==> src/hdl/i2c_rrs_pkg.sv <==
package i2c_rrs_pkg;

    // Direction bit appended to the seven-bit device address.
    localparam logic DIR_BIT_WR = 1'b0;
    localparam logic DIR_BIT_RD = 1'b1;

    // Sequencer phases.
    typedef enum logic [3:0] {
        PH_IDLE   = 4'd0,
        PH_WSTART = 4'd1,
        PH_WADDR  = 4'd2,
        PH_WDATA  = 4'd3,
        PH_WSTOP  = 4'd4,
        PH_RSTART = 4'd5,
        PH_RADDR  = 4'd6,
        PH_RDATA  = 4'd7,
        PH_RSTOP  = 4'd8
    } phase_t;

    // Commands to the byte engine.
    typedef enum logic [3:0] {
        ACT_NONE       = 4'd0,
        ACT_START      = 4'd1,
        ACT_ADDR_WRITE = 4'd2,
        ACT_SEND_BYTE  = 4'd3,
        ACT_STOP       = 4'd4,
        ACT_ADDR_READ  = 4'd5,
        ACT_ACK_OFF    = 4'd6,
        ACT_TAKE_BYTES = 4'd7,
        ACT_CLEAR_POS  = 4'd8
    } action_t;

    // Read status codes.
    typedef enum logic [1:0] {
        ST_NOT_YET   = 2'd0,
        ST_DONE      = 2'd1,
        ST_ACK_FAIL  = 2'd2,
        ST_BUS_ERROR = 2'd3
    } status_t;

    // Operation codes of an input transfer.
    typedef enum logic {
        OP_POLL  = 1'b0,
        OP_START = 1'b1
    } opcode_t;

    // One input transfer.
    typedef struct packed {
        logic       opcode;
        logic [6:0] device_address;
        logic [7:0] register_index;
        logic       start_sent_flag;
        logic       address_done_flag;
        logic       tx_empty_flag;
        logic       byte_done_flag;
        logic       bus_busy_flag;
        logic       ack_fail_flag;
        logic       bus_error_flag;
        logic [7:0] first_byte;
        logic [7:0] second_byte;
    } in_item_t;

    // One result transfer.
    typedef struct packed {
        logic [3:0]  action;
        logic [7:0]  out_byte;
        logic        clear_ack_fail;
        logic        clear_bus_error;
        logic [1:0]  status;
        logic        done_pulse;
        logic [15:0] read_value;
        logic        idle;
        logic        ack_fail_seen;
        logic        bus_error_seen;
    } out_item_t;

    // Architectural state of the sequencer.
    typedef struct packed {
        phase_t      phase;
        logic [6:0]  target_address;
        logic [7:0]  target_register;
        logic [15:0] captured_value;
        logic [15:0] delivered_value;
        status_t     status_code;
        logic        ack_fail_sticky;
        logic        bus_error_sticky;
    } seq_state_t;

endpackage

==> src/hdl/i2c_rrs_step.sv <==
module i2c_rrs_step (
    input  i2c_rrs_pkg::seq_state_t state_cur,
    input  i2c_rrs_pkg::in_item_t   item,
    output i2c_rrs_pkg::seq_state_t state_new,
    output i2c_rrs_pkg::out_item_t  result
);

    i2c_rrs_pkg::action_t action;
    logic [7:0]           obyte;
    logic                 err_phase;
    logic                 clr_af;
    logic                 clr_be;
    logic                 done;

    // Phase transition for one transfer, then error handling in address and data phases.
    always_comb begin
        state_new = state_cur;
        action    = i2c_rrs_pkg::ACT_NONE;
        obyte     = 8'd0;
        err_phase = 1'b0;
        clr_af    = 1'b0;
        clr_be    = 1'b0;
        done      = 1'b0;

        if (item.opcode == i2c_rrs_pkg::OP_START) begin
            state_new.target_address  = item.device_address;
            state_new.target_register = item.register_index;
            state_new.captured_value  = 16'd0;
            state_new.delivered_value = 16'd0;
            state_new.status_code     = i2c_rrs_pkg::ST_NOT_YET;
            state_new.phase           = i2c_rrs_pkg::PH_WSTART;
            action                    = i2c_rrs_pkg::ACT_START;
        end else begin
            case (state_cur.phase)
                i2c_rrs_pkg::PH_WSTART: begin
                    if (item.start_sent_flag) begin
                        action          = i2c_rrs_pkg::ACT_ADDR_WRITE;
                        obyte           = {state_cur.target_address, i2c_rrs_pkg::DIR_BIT_WR};
                        state_new.phase = i2c_rrs_pkg::PH_WADDR;
                    end
                end
                i2c_rrs_pkg::PH_WADDR: begin
                    err_phase = 1'b1;
                    if (item.address_done_flag) begin
                        action          = i2c_rrs_pkg::ACT_SEND_BYTE;
                        obyte           = state_cur.target_register;
                        state_new.phase = i2c_rrs_pkg::PH_WDATA;
                    end
                end
                i2c_rrs_pkg::PH_WDATA: begin
                    err_phase = 1'b1;
                    if (item.tx_empty_flag || item.byte_done_flag) begin
                        action          = i2c_rrs_pkg::ACT_STOP;
                        state_new.phase = i2c_rrs_pkg::PH_WSTOP;
                    end
                end
                i2c_rrs_pkg::PH_WSTOP: begin
                    if (!item.bus_busy_flag) begin
                        action          = i2c_rrs_pkg::ACT_START;
                        state_new.phase = i2c_rrs_pkg::PH_RSTART;
                    end
                end
                i2c_rrs_pkg::PH_RSTART: begin
                    if (item.start_sent_flag) begin
                        action          = i2c_rrs_pkg::ACT_ADDR_READ;
                        obyte           = {state_cur.target_address, i2c_rrs_pkg::DIR_BIT_RD};
                        state_new.phase = i2c_rrs_pkg::PH_RADDR;
                    end
                end
                i2c_rrs_pkg::PH_RADDR: begin
                    err_phase = 1'b1;
                    if (item.address_done_flag) begin
                        action          = i2c_rrs_pkg::ACT_ACK_OFF;
                        state_new.phase = i2c_rrs_pkg::PH_RDATA;
                    end
                end
                i2c_rrs_pkg::PH_RDATA: begin
                    err_phase = 1'b1;
                    if (item.byte_done_flag) begin
                        action                   = i2c_rrs_pkg::ACT_TAKE_BYTES;
                        state_new.captured_value = {item.first_byte, item.second_byte};
                        state_new.phase          = i2c_rrs_pkg::PH_RSTOP;
                    end
                end
                i2c_rrs_pkg::PH_RSTOP: begin
                    if (!item.bus_busy_flag) begin
                        action                    = i2c_rrs_pkg::ACT_CLEAR_POS;
                        state_new.delivered_value = state_cur.captured_value;
                        state_new.status_code     = i2c_rrs_pkg::ST_DONE;
                        done                      = 1'b1;
                        state_new.phase           = i2c_rrs_pkg::PH_IDLE;
                    end
                end
                default: begin
                    // Idle, or a phase code with no meaning: rest in idle.
                    state_new.phase = i2c_rrs_pkg::PH_IDLE;
                end
            endcase

            // A bus error is applied after an ack failure so that its status wins.
            if (err_phase) begin
                if (item.ack_fail_flag) begin
                    clr_af                    = 1'b1;
                    state_new.status_code     = i2c_rrs_pkg::ST_ACK_FAIL;
                    state_new.ack_fail_sticky = 1'b1;
                    done                      = 1'b1;
                    state_new.phase           = i2c_rrs_pkg::PH_IDLE;
                end
                if (item.bus_error_flag) begin
                    clr_be                     = 1'b1;
                    state_new.status_code      = i2c_rrs_pkg::ST_BUS_ERROR;
                    state_new.bus_error_sticky = 1'b1;
                    done                       = 1'b1;
                    state_new.phase            = i2c_rrs_pkg::PH_IDLE;
                end
            end
        end
    end

    // Result fields reflect the state after this transfer.
    always_comb begin
        result.action          = action;
        result.out_byte        = obyte;
        result.clear_ack_fail  = clr_af;
        result.clear_bus_error = clr_be;
        result.status          = state_new.status_code;
        result.done_pulse      = done;
        result.read_value      = state_new.delivered_value;
        result.idle            = (state_new.phase == i2c_rrs_pkg::PH_IDLE);
        result.ack_fail_seen   = state_new.ack_fail_sticky;
        result.bus_error_seen  = state_new.bus_error_sticky;
    end

endmodule

==> src/hdl/i2c_register_read_sequencer_unit.sv <==
// Two-byte register read sequencer for an I2C byte engine. Each input transfer is
// either a start request or a poll carrying the engine flags and received bytes,
// and each one yields exactly one result transfer with the next engine command.
// The block takes one transfer per clock while the result side does not stall: an
// input register feeds the phase step logic, whose command and updated state are
// captured together into the result register, which holds the result until the
// consumer takes it; a full input register is freed only as the result register is
// loaded. The input side keeps taking transfers while a finished result waits for
// the consumer, holding at most one more.
module i2c_register_read_sequencer_unit (
    input  logic                   aclk,
    input  logic                   aresetn,
    input  logic                   s_valid,
    output logic                   s_ready,
    input  i2c_rrs_pkg::in_item_t  s_data,
    output logic                   m_valid,
    input  logic                   m_ready,
    output i2c_rrs_pkg::out_item_t m_data
);

    logic                    in_valid_reg;
    i2c_rrs_pkg::in_item_t   in_item_reg;
    logic                    out_valid_reg;
    i2c_rrs_pkg::out_item_t  out_item_reg;
    i2c_rrs_pkg::seq_state_t state_reg;
    i2c_rrs_pkg::seq_state_t state_next;
    i2c_rrs_pkg::out_item_t  result_next;
    logic                    advance;

    // An item moves to the result register when that register is free or being drained.
    assign advance = in_valid_reg && (!out_valid_reg || m_ready);
    assign s_ready = !in_valid_reg || advance;

    i2c_rrs_step u_step (
        .state_cur (state_reg),
        .item      (in_item_reg),
        .state_new (state_next),
        .result    (result_next)
    );

    // Control state: stage valids and the sequencer state.
    always_ff @(posedge aclk) begin
        if (!aresetn) begin
            in_valid_reg               <= 1'b0;
            out_valid_reg              <= 1'b0;
            state_reg.phase            <= i2c_rrs_pkg::PH_IDLE;
            state_reg.target_address   <= 7'd0;
            state_reg.target_register  <= 8'd0;
            state_reg.captured_value   <= 16'd0;
            state_reg.delivered_value  <= 16'd0;
            state_reg.status_code      <= i2c_rrs_pkg::ST_NOT_YET;
            state_reg.ack_fail_sticky  <= 1'b0;
            state_reg.bus_error_sticky <= 1'b0;
        end else begin
            if (s_ready) begin
                in_valid_reg <= s_valid;
            end
            if (advance) begin
                out_valid_reg <= 1'b1;
                state_reg     <= state_next;
            end else if (m_ready) begin
                out_valid_reg <= 1'b0;
            end
        end
    end

    // Payload registers.
    always_ff @(posedge aclk) begin
        if (s_ready && s_valid) begin
            in_item_reg <= s_data;
        end
        if (advance) begin
            out_item_reg <= result_next;
        end
    end

    assign m_valid = out_valid_reg;
    assign m_data  = out_item_reg;

endmodule

==> config.mk <==
export PLATFORM = sky130hd
export DESIGN_NAME = i2c_register_read_sequencer_unit
export DESIGN_NICKNAME = d
export VERILOG_FILES = /design/src/hdl/i2c_rrs_pkg.sv /design/src/hdl/i2c_rrs_step.sv /design/src/hdl/i2c_register_read_sequencer_unit.sv
export SDC_FILE = /design/constraint.sdc
export NUM_CORES = 1
export LEC_CHECK = 0
export CORE_ASPECT_RATIO = 1.25
export CORE_MARGIN = 4
export CORE_UTILIZATION = 45
export DETAILED_ROUTE_END_ITERATION = 7
export DONT_BUFFER_PORTS = 1
export PLACE_DENSITY_LB_ADDON = 0.3
export REMOVE_ABC_BUFFERS = 1
export SLEW_MARGIN = 20
export SYNTH_ARGS = -nofsm -noshare
export SYNTH_HDL_FRONTEND = slang
export SYNTH_HIERARCHICAL = 1
export SYNTH_SLANG_ARGS = --single-unit
==> constraint.sdc <==
create_clock -name aclk -period 2.9 [get_ports aclk]
set_clock_uncertainty 0.2 [all_clocks]
set_input_delay 0.58 -clock aclk [delete_from_list [all_inputs] [get_ports aclk]]
set_output_delay 0.58 -clock aclk [all_outputs]
set_load 0.03 [all_outputs]
==> impl_metrics.yaml, run 1 <==
status:
  run_status: "complete, no violations"
timing:
  worst_hold_slack_ns: 0.0611
  final_max_slew_viols: 0
  min_period_over_period: 0.782
  timing.final.hold_violations: 0
  final_ws_setup_ns: 0.633
  rsz0062_at_grt: "no"
  slew-limit-headroom: 0.412
  setup_viol_count_final: 0
  clock.fmax_ghz: 0.441
  final_period_minus_worst_setup_slack_ns: 2.27
  worst_slew_pin_slew_ns: 0.882
routing:
  routed-wl-met3_um: 813
  wl_met2_um: 5700
  wl_per_cell_um: 16.6
  m1WireLength_um: 5040
  final_antenna_net_count: 0
  highest-signal-layer: "met4"
  via_per_inst: 5.33
  drt-total-wl_um: 11700
  drt_first_pass_iters: 5
  drc: 0
  num_vias: 3756
  initialDrtViolationCount: 244
cells_and_area:
  largest_register_ff_count: 55
  area_delta_synth_final_pct: 6.98
  final_nets: 567
  final_core_util: 0.497
  diodes: 0
  final_cells: 705
  finish.instance_area_um2: 6340
  drive_above_1_share: 0.110
grt:
  grt_first_pass_wirelength_um: 18800
  number_of_global_route_vias_before_repair: 3669
  gr-total-overflow: 0
  antenna_found_initial: 0
  globalRouteTotalUtil: 0.161
  largest_net_degree_at_the_start_of_global_routing: 113
power_and_ir_drop:
  power.ir.vdd_worst_uv: 361
  leak_pwr_nw: 2.04
  pwr_density_cell_nw_per_um2: 663
worst_setup_path:
  cp-startpoint: "state_reg[54]"
  setup.worst_path.class: "flop to flop"
  timing.critical_path.cells: "nor4b_2 > nand2b_1 > nand2_1 > a21oi_1"
  worstSetupStartpointType: "flop"
  critPathSlowestCell: "nand2b_1"
  critical_path.reg2reg.startpoint: "state_reg[54]"
  worst_ep_arrival_time_ns: 2.21
  critical_path_required_ns: 2.84
  crit_path_max_fanout: 19
  setup.worst_path.end_class: "flop"
  critical_path.max_stage_delay_ns: 0.55
synthesis:
  syn_inst: 560
  synth-seq-area-share: 0.572
  synthArstFlopShare: 0
  post_synth_most_frequent_cells: "nand2_1 (182), edfxtp_1 (75), dfxtp_1 (57), mux2i_1 (57), a21oi_1 (40)"
  avgSynthCellArea_um2: 10.6
  xor_and_xnor_area_share_after_synthesis: 0
  ys.flop_type: "edfxtp_1"
  post-synth-top-area-cell: "edfxtp_1"
  synth-adder-area-share: 0
  synth_compound_area_frac: 0.0652
  count_leader_synth: "nand2_1"
  synthDistinctLibCells: 41
  synth_edf_count: 75
  synth_warnings: 6
  synth_largest_type_area_fraction: 0.380
  synth.top_cells.by_area: "edfxtp_1 (38%), dfxtp_1 (19%), nand2_1 (12%)"
  main_combinational_cell_family_by_area_after_synthesis: "simple AND/OR/NAND/NOR gates"
  simple_gate_fraction_of_synth_area: 0.164
  synth.ff_latch_count: 132
  post_synth_instance_area_um2: 5930
  post_synth_mux_area_share: 0.125
clock_tree:
  cts-buffers-inserted: 17
  tritoncts: "yes"
  number_of_gates_resized_after_cts: 0
  cts_hold_buffers: 0
  htree_levels: 4
  ctsRootBufferMaster: "clkbuf_16"
  cts.path.max_buffers: 2
  clk_latency_ns: 0.41
  clkTransAtPathRegs_ns: 0.05
  post-cts-setup-buffers: 0
  tritoncts_num_sinks: 132
worst_hold_path:
  hold_start: "s_data[18]"
  worstHoldPathType: "input port to flop"
floorplanning:
  dieArea_um2: 15100
  die_height_um: 136
  ioPinCount: 81
  floorplan.rows: 46
  placeableCoreArea_um2: 12800
  chip_width_um: 111
  initial_core_util: 0.464
placement:
  preCtsSetupSlack_ns: 0.634
  dp_hpwl_um: 7120
  placer_congestion: 0.819
  dpl_cell_area_um2: 5810
  post-place-cells: 673
  numPortBuffers: 0
flow_run:
  drv.max_cap_violation_count: 0
[layout make-up]
type	count	area, um2
Clock buffer	27	483
Clock inverter	5	52.6
Fill cell	1150	6430
Inverter	3	11.3
Multi-Input combinational cell	363	2100
Sequential cell	132	3390
Tap cell	168	210
Timing Repair Buffer	7	90.1
[per-layer routing]
layer | global-route usage | up-vias
met1 | 0.196 | 1805
met4 | 0.0698 | 0
li1 | - | 1820
met5 | 0 | -
met3 | 0.0539 | 11
met2 | 0.263 | 120
[through the flow]
stage	setup TNS, ns	total power, mW
floorplan	-0.981	2.26
global placement	0	2.30
detailed placement	0	2.31
CTS	0	4.26
global route	0	4.36
finish	0	4.20
[critical path, delay by kind of cell (launching register included)]
family          cells  cell delay [ns]
simple gates        3             1.17
compound gates      1             0.11
flops               1             0.51
[worst paths after layout]
path | slack, ns | cells past startpoint | to
setup / recovery | 0.63 | 4 | m_data[16]
hold / removal | 0.06 | 0 | in_item_reg[18]
setup reg to reg | 0.63 | 4 | m_data[16]
hold reg to reg | 0.25 | 2 | state_reg[1]
[cell usage in the layout (no fill, tap or decap), types with 2 or more instances in the layout]
cell,n
nand2_1,182
edfxtp_1,75
mux2i_1,57
dfxtp_1,57
a21oi_1,40
clkbuf_16,17
mux2_2,15
nor2_1,15
clkbuf_1,8
a22oi_1,7
o21ai_0,5
nand2b_1,4
buf_4,4
clkinv_2,3
buf_12,3
inv_1,3
or2_2,3
a311oi_1,3
nor3_1,3
nor2b_4,2
clkbuf_8,2
or3_1,2
or2_1,2
nand3_1,2
nor3b_1,2
[cells by family after synthesis]
logic type / after synthesis
AO/OA/AOI/OAI: 63
multiplexers: 72
flip-flops: 132
AND/OR/NAND/NOR: 228
buffers and inverters: 65
[where the power goes]
| group | leakage, nW | total (mW) | switching [mW] | internal (mW) |
|---|---|---|---|---|
| sequential | 1.18 | 2.12 | 0.0757 | 2.05 |
| combinational | 0.600 | 0.143 | 0.0846 | 0.0583 |
| clock | 0.259 | 1.94 | 0.719 | 1.22 |
| total | 2.04 | 4.20 | 0.879 | 3.33 |
Power figures use the tool's default switching activity.
==> run 2: changes to the inputs <==
- clock period: 2.9 -> 2.1 ns (I/O delays scaled with it)
==> run 2 against run 1 <==
Compared with the run above: first-iteration DRC count grew 1.2%; total power is 46% higher; sequential share of layout area shrank 7.5 points; largest cell class unchanged; die area is the same; sequential power grew 38%; critical path type unchanged; cell count is 14% higher; critical path depth rose by 1; global-route usage increased by 1.9 points; hold slack improved by 0.18 ns; utilization is 8.1 points higher; sequential cell count did not move; register-to-register slack lost 0.55 ns.
==> impl_metrics.yaml, run 2 (synthesized netlist as in run 1, its figures left out) <==
routing:
  drt-total-wl_um: 12900
  routed-wl-met3_um: 631
  final_antenna_net_count: 0
  initialDrtViolationCount: 247
  wl_met2_um: 6650
  m1WireLength_um: 5510
  drt_first_pass_iters: 5
  highest-signal-layer: "met4"
  num_vias: 4130
  drc: 0
  wl_per_cell_um: 16.1
  via_per_inst: 5.16
timing:
  timing.final.hold_violations: 0
  min_period_over_period: 0.959
  setup_viol_count_final: 0
  slew-limit-headroom: 0.361
  clock.fmax_ghz: 0.497
  final_period_minus_worst_setup_slack_ns: 2.01
  final_ws_setup_ns: 0.0871
  worst_slew_pin_slew_ns: 0.958
  setup_tns_ns: 0
  final_max_slew_viols: 0
  rsz0062_at_grt: "no"
clock_tree:
  post-cts-setup-buffers: 0
  cts-buffers-inserted: 17
  htree_levels: 4
  cts.path.max_buffers: 2
  ctsRootBufferMaster: "clkbuf_16"
  tritoncts: "yes"
  tritoncts_num_sinks: 132
  clk_latency_ns: 0.42
  clkTransAtPathRegs_ns: 0.05
worst_setup_path:
  ff2ff_setup_slack_ns: 0.09
  crit_path_max_fanout: 8
  critical_path.max_stage_delay_ns: 0.48
  cpLargestDelayFamily: "compound AO/OA/AOI/OAI gates"
  worstSetupPathDepth: 5
  critPathSlowestCell: "dfxtp_1"
  critical_path.reg2reg.startpoint: "state_reg[53]"
  worst_r2r_path_depth: 5
  critical_path.n_buffers_inverters: 1
  critical_path_required_ns: 2.06
  timing.critical_path.cells: "buf_4 > nand3_1 > o2bb2a_1 > a311oi_1 > nor3_1"
  setup.worst_path.class: "flop to flop"
  setup.worst_path.end: "m_data[2]"
  cp-startpoint: "state_reg[53]"
  setup.worst_path.end_class: "flop"
  worst_ep_arrival_time_ns: 1.97
  worstSetupStartpointType: "flop"
  capturing_point_of_the_worst_reg2reg_path: "m_data[2]"
cells_and_area:
  area_delta_synth_final_pct: 24.4
  layout_commonest_cell: "nand2_1"
  multiInputGateArea_um2: 2110
  diodes: 0
  drive_above_1_share: 0.117
  layout_common_cells: "nand2_1 (182), dlygate4sd3_1 (82), edfxtp_1 (75)"
  seq_area_um2: 3390
  final_nets: 663
  fill_cells: 1054
  final_cells: 801
  final_core_util: 0.577
  largest_register_ff_count: 55
grt:
  globalRouteTotalUtil: 0.180
  antenna_found_initial: 0
  number_of_global_route_vias_before_repair: 4320
  gr-total-overflow: 0
  largest_net_degree_at_the_start_of_global_routing: 71
  grt_first_pass_wirelength_um: 21400
floorplanning:
  initial_core_util: 0.464
  placeableCoreArea_um2: 12800
  die_height_um: 136
  chip_width_um: 111
  dieArea_um2: 15100
  floorplan.rows: 46
  ioPinCount: 81
worst_hold_path:
  worstHoldPathType: "input port to flop"
power_and_ir_drop:
  switching_power_mw: 1.27
  power.ir.vdd_worst_uv: 699
  combPwrFrac: 0.051
  power.share.clock: 0.471
  netSwitchingFraction: 0.208
  pwr_density_cell_nw_per_um2: 830
  p_seq_frac: 0.478
  leak_pwr_nw: 2.39
  cell_internal_power_mw: 4.85
status:
  run_status: "complete, no violations"
placement:
  dp_hpwl_um: 7300
  preCtsSetupSlack_ns: 0.135
  post-place-cells: 686
  numPortBuffers: 0
  placer_congestion: 0.801
flow_run:
  drv.max_cap_violation_count: 0
## run 2: changes by cell type in the layout (fill, tap and decap cells not counted), sizes merged
cell	previous run	this run
dlygate4sd3	0	82
buf	7	21
bufinv	1	2
clkinvlp	1	0
## run 2: how the worst min path moves through the flow
| stage | start | to | depth (start not counted) |
|---|---|---|---|
| after floorplan | state_reg[0] | state_reg[0] | 2 |
| after global placement | state_reg[1] | state_reg[1] | 2 |
| after detailed placement | state_reg[9] | state_reg[9] | 2 |
| after CTS | aresetn | state_reg[36] | 3 |
| after global routing | aresetn | state_reg[44] | 3 |
| final | m_ready | state_reg[42] | 3 |
## run 2: worst reg2reg max path, cell delays in order (launching register included)
cell	delay, ns
dfxtp_1	0.48
buf_4	0.19
nand3_1	0.12
o2bb2a_1	0.35
a311oi_1	0.33
nor3_1	0.08
## run 2: power by group through the flow
stage / Clock (mW) / Combinational (mW) / Sequential, mW
floorplan: 0 / 0.139 / 2.98
global placement: 0 / 0.210 / 2.98
detailed placement: 0 / 0.216 / 2.98
CTS: 2.94 / 0.313 / 2.93
global route: 3.04 / 0.338 / 2.94
finish: 2.88 / 0.312 / 2.93
## run 2: timing repair
action | 4_1_cts | 5_1_grt
resized for setup | 0 | 1
hold buffers | 83 | 0
endpoints found under the setup margin | 0 | 6
endpoints found under the hold margin | 96 | 0
## run 2: layout make-up
class                           instances  share of cell area
Tap cell                              168              0.0285
Clock inverter                          5              0.0100
Sequential cell                       132               0.460
Timing Repair Buffer                  103               0.145
Clock buffer                           27              0.0682
Multi-Input combinational cell        363               0.286
Inverter                                3             0.00153
## run 2: metal layers
layer / up-vias / GRT usage
met5: - / 0
met4: 0 / 0.0664
met3: 10 / 0.0525
met2: 110 / 0.318
met1: 1995 / 0.208
li1: 2015 / -
## run 2: metrics by stage
step / instance area [um2] / hold WS (ns) / power (mW)
after floorplan: 5510 / 0.230 / 3.12
after global placement: 5940 / 0.238 / 3.19
after detailed placement: 5940 / 0.247 / 3.20
after CTS: 7370 / 0.212 / 6.18
after global routing: 7380 / 0.226 / 6.31
final: 7380 / 0.244 / 6.12
==> run 3: changes to the inputs <==
- CELL_PAD_IN_SITES_DETAIL_PLACEMENT: default -> 1
- CELL_PAD_IN_SITES_GLOBAL_PLACEMENT: default -> 1
- HOLD_SLACK_MARGIN: default -> 0.06
- SLEW_MARGIN: 20 -> default
==> run 3 against run 2 <==
Compared with the run above: register-to-register slack gained 0.02 ns; first-iteration DRC count shrank 32%; cell count fell by 0.25%.
==> impl_metrics.yaml, run 3 (synthesized netlist as in run 1, its figures left out) <==
status:
  run_status: "complete, no violations"
routing:
  drt-total-wl_um: 14800
  wl_per_cell_um: 18.5
  drt_first_pass_iters: 4
  via_per_inst: 5.31
  num_vias: 4241
  initialDrtViolationCount: 167
  drc: 0
  final_antenna_net_count: 0
clock_tree:
  tritoncts: "yes"
  clkTransAtPathRegs_ns: 0.06
  htree_levels: 4
  clk_latency_ns: 0.41
  cts.path.max_buffers: 2
  cts-buffers-inserted: 17
  ctsRootBufferMaster: "clkbuf_16"
  tritoncts_num_sinks: 132
flow_run:
  drv.max_cap_violation_count: 0
placement:
  numPortBuffers: 0
  preCtsSetupSlack_ns: 0.129
  dp_hpwl_um: 8330
  placer_congestion: 0.822
  dpl_cell_area_um2: 5950
  post-place-cells: 689
worst_setup_path:
  worst_ep_arrival_time_ns: 2.12
  cpLargestDelayFamily: "simple AND/OR/NAND/NOR gates"
  critical_path_required_ns: 2.23
  timing.critical_path.cells: "buf_4 > or3b_1 > a211o_1 > a21oi_2 > or2_1 > nand2_1 > mux2i_1"
  critical_path.n_buffers_inverters: 1
  setup.worst_path.end_class: "flop"
  worstSetupStartpointType: "flop"
  critPathSlowestCell: "dfxtp_1"
  crit_path_max_fanout: 11
  setup.worst_path.class: "flop to flop"
  critical_path.max_stage_delay_ns: 0.39
cells_and_area:
  finish.instance_area_um2: 7440
  layout_common_cells: "nand2_1 (182), dlygate4sd3_1 (77), edfxtp_1 (75)"
  layout_commonest_cell: "nand2_1"
  largest_register_ff_count: 55
  area_delta_synth_final_pct: 25.4
  fill_cells: 1317
  final_nets: 661
  drive_above_1_share: 0.132
  multiInputGateArea_um2: 2120
  diodes: 0
  final_cells: 799
  seq_area_um2: 3390
timing:
  final_max_slew_viols: 0
  worst_hold_slack_ns: 0.198
  min_period_over_period: 0.948
  timing.final.hold_violations: 0
  setup_tns_ns: 0
  worst_slew_pin_slew_ns: 1.01
  final_ws_setup_ns: 0.109
  slew-limit-headroom: 0.328
  setup_viol_count_final: 0
  final_period_minus_worst_setup_slack_ns: 1.99
  clock.fmax_ghz: 0.502
grt:
  largest_net_degree_at_the_start_of_global_routing: 113
  grt_first_pass_wirelength_um: 23600
  antenna_found_initial: 0
  globalRouteTotalUtil: 0.197
  gr-total-overflow: 0
  number_of_global_route_vias_before_repair: 4564
floorplanning:
  dieArea_um2: 15100
  die_height_um: 136
  ioPinCount: 81
  initial_core_util: 0.464
  placeableCoreArea_um2: 12800
  chip_width_um: 111
  floorplan.rows: 46
worst_hold_path:
  worstHoldPathType: "input port to flop"
power_and_ir_drop:
  pwr_density_cell_nw_per_um2: 885
  leak_pwr_nw: 2.42
  power.ir.vdd_worst_uv: 498
==> run 3: cell count changes in the layout (fill, tap and decap cells not counted), moves of 2 or more <==
cell           change
buf_4              +4
bufinv_16          +3
clkbuf_1           -5
clkinv_2           -2
clkinv_4           +2
clkinvlp_4         +3
dlygate4sd3_1      -5
==> run 3: power by group <==
| part | total (mW) | leakage (nW) | switching [mW] | internal, mW |
|---|---|---|---|---|
| clock | 3.33 | 0.316 | 1.12 | 2.21 |
| combinational | 0.319 | 0.928 | 0.166 | 0.153 |
| sequential | 2.93 | 1.18 | 0.103 | 2.83 |
| total | 6.58 | 2.42 | 1.39 | 5.19 |
==> run 3: area by class of cell <==
class                      instances  share of cell area
clock inverter                    11              0.0268
clock buffer                      21              0.0633
tap                              168              0.0283
multi-input combinational        363               0.285
sequential                       132               0.456
timing repair buffer             101               0.139
inverter                           3             0.00151
==> run 3: what timing repair did <==
action | in CTS | in global routing
hold buffers | 76 | 2
endpoints found under the hold margin | 96 | 47
endpoints found under the setup margin | 0 | 8
resized for setup | 0 | 2
setup buffers | 0 | 0
==> run 3: path summary, 6_finish.rpt <==
path / endpoint / from / slack (ns) / cells past startpoint
max: state_reg[51] / state_reg[53] / 0.11 / 7
max reg2reg: state_reg[51] / state_reg[53] / 0.11 / 7
min: state_reg[41] / aresetn / 0.20 / 3
min reg2reg: state_reg[16] / state_reg[16] / 0.28 / 2
==> run 3: routing by layer <==
metal / global-route usage / vias up / part of all wire
li1: - / 2009 / -
met4: 0.0548 / 0 / 0.015
met2: 0.365 / 102 / 0.53
met3: 0.0561 / 23 / 0.044
met5: 0 / - / 0
met1: 0.220 / 2107 / 0.41
==> run 3: worst reg2reg max path, delay by kind of cell, from the launching register on <==
family / cells / cell delay (ns)
buffers and inverters: 1 / 0.20
DFF: 1 / 0.39
muxes: 1 / 0.17
AOI/OAI and AO/OA: 2 / 0.44
and+or+nand+nor: 3 / 0.51
==> run 3: through the flow <==
step | utilization | total power, mW
floorplan | - | 3.12
global placement | 0.466 | 3.19
detailed placement | 0.466 | 3.20
CTS | 0.578 | 6.58
global route | 0.582 | 6.79
finish | 0.582 | 6.58
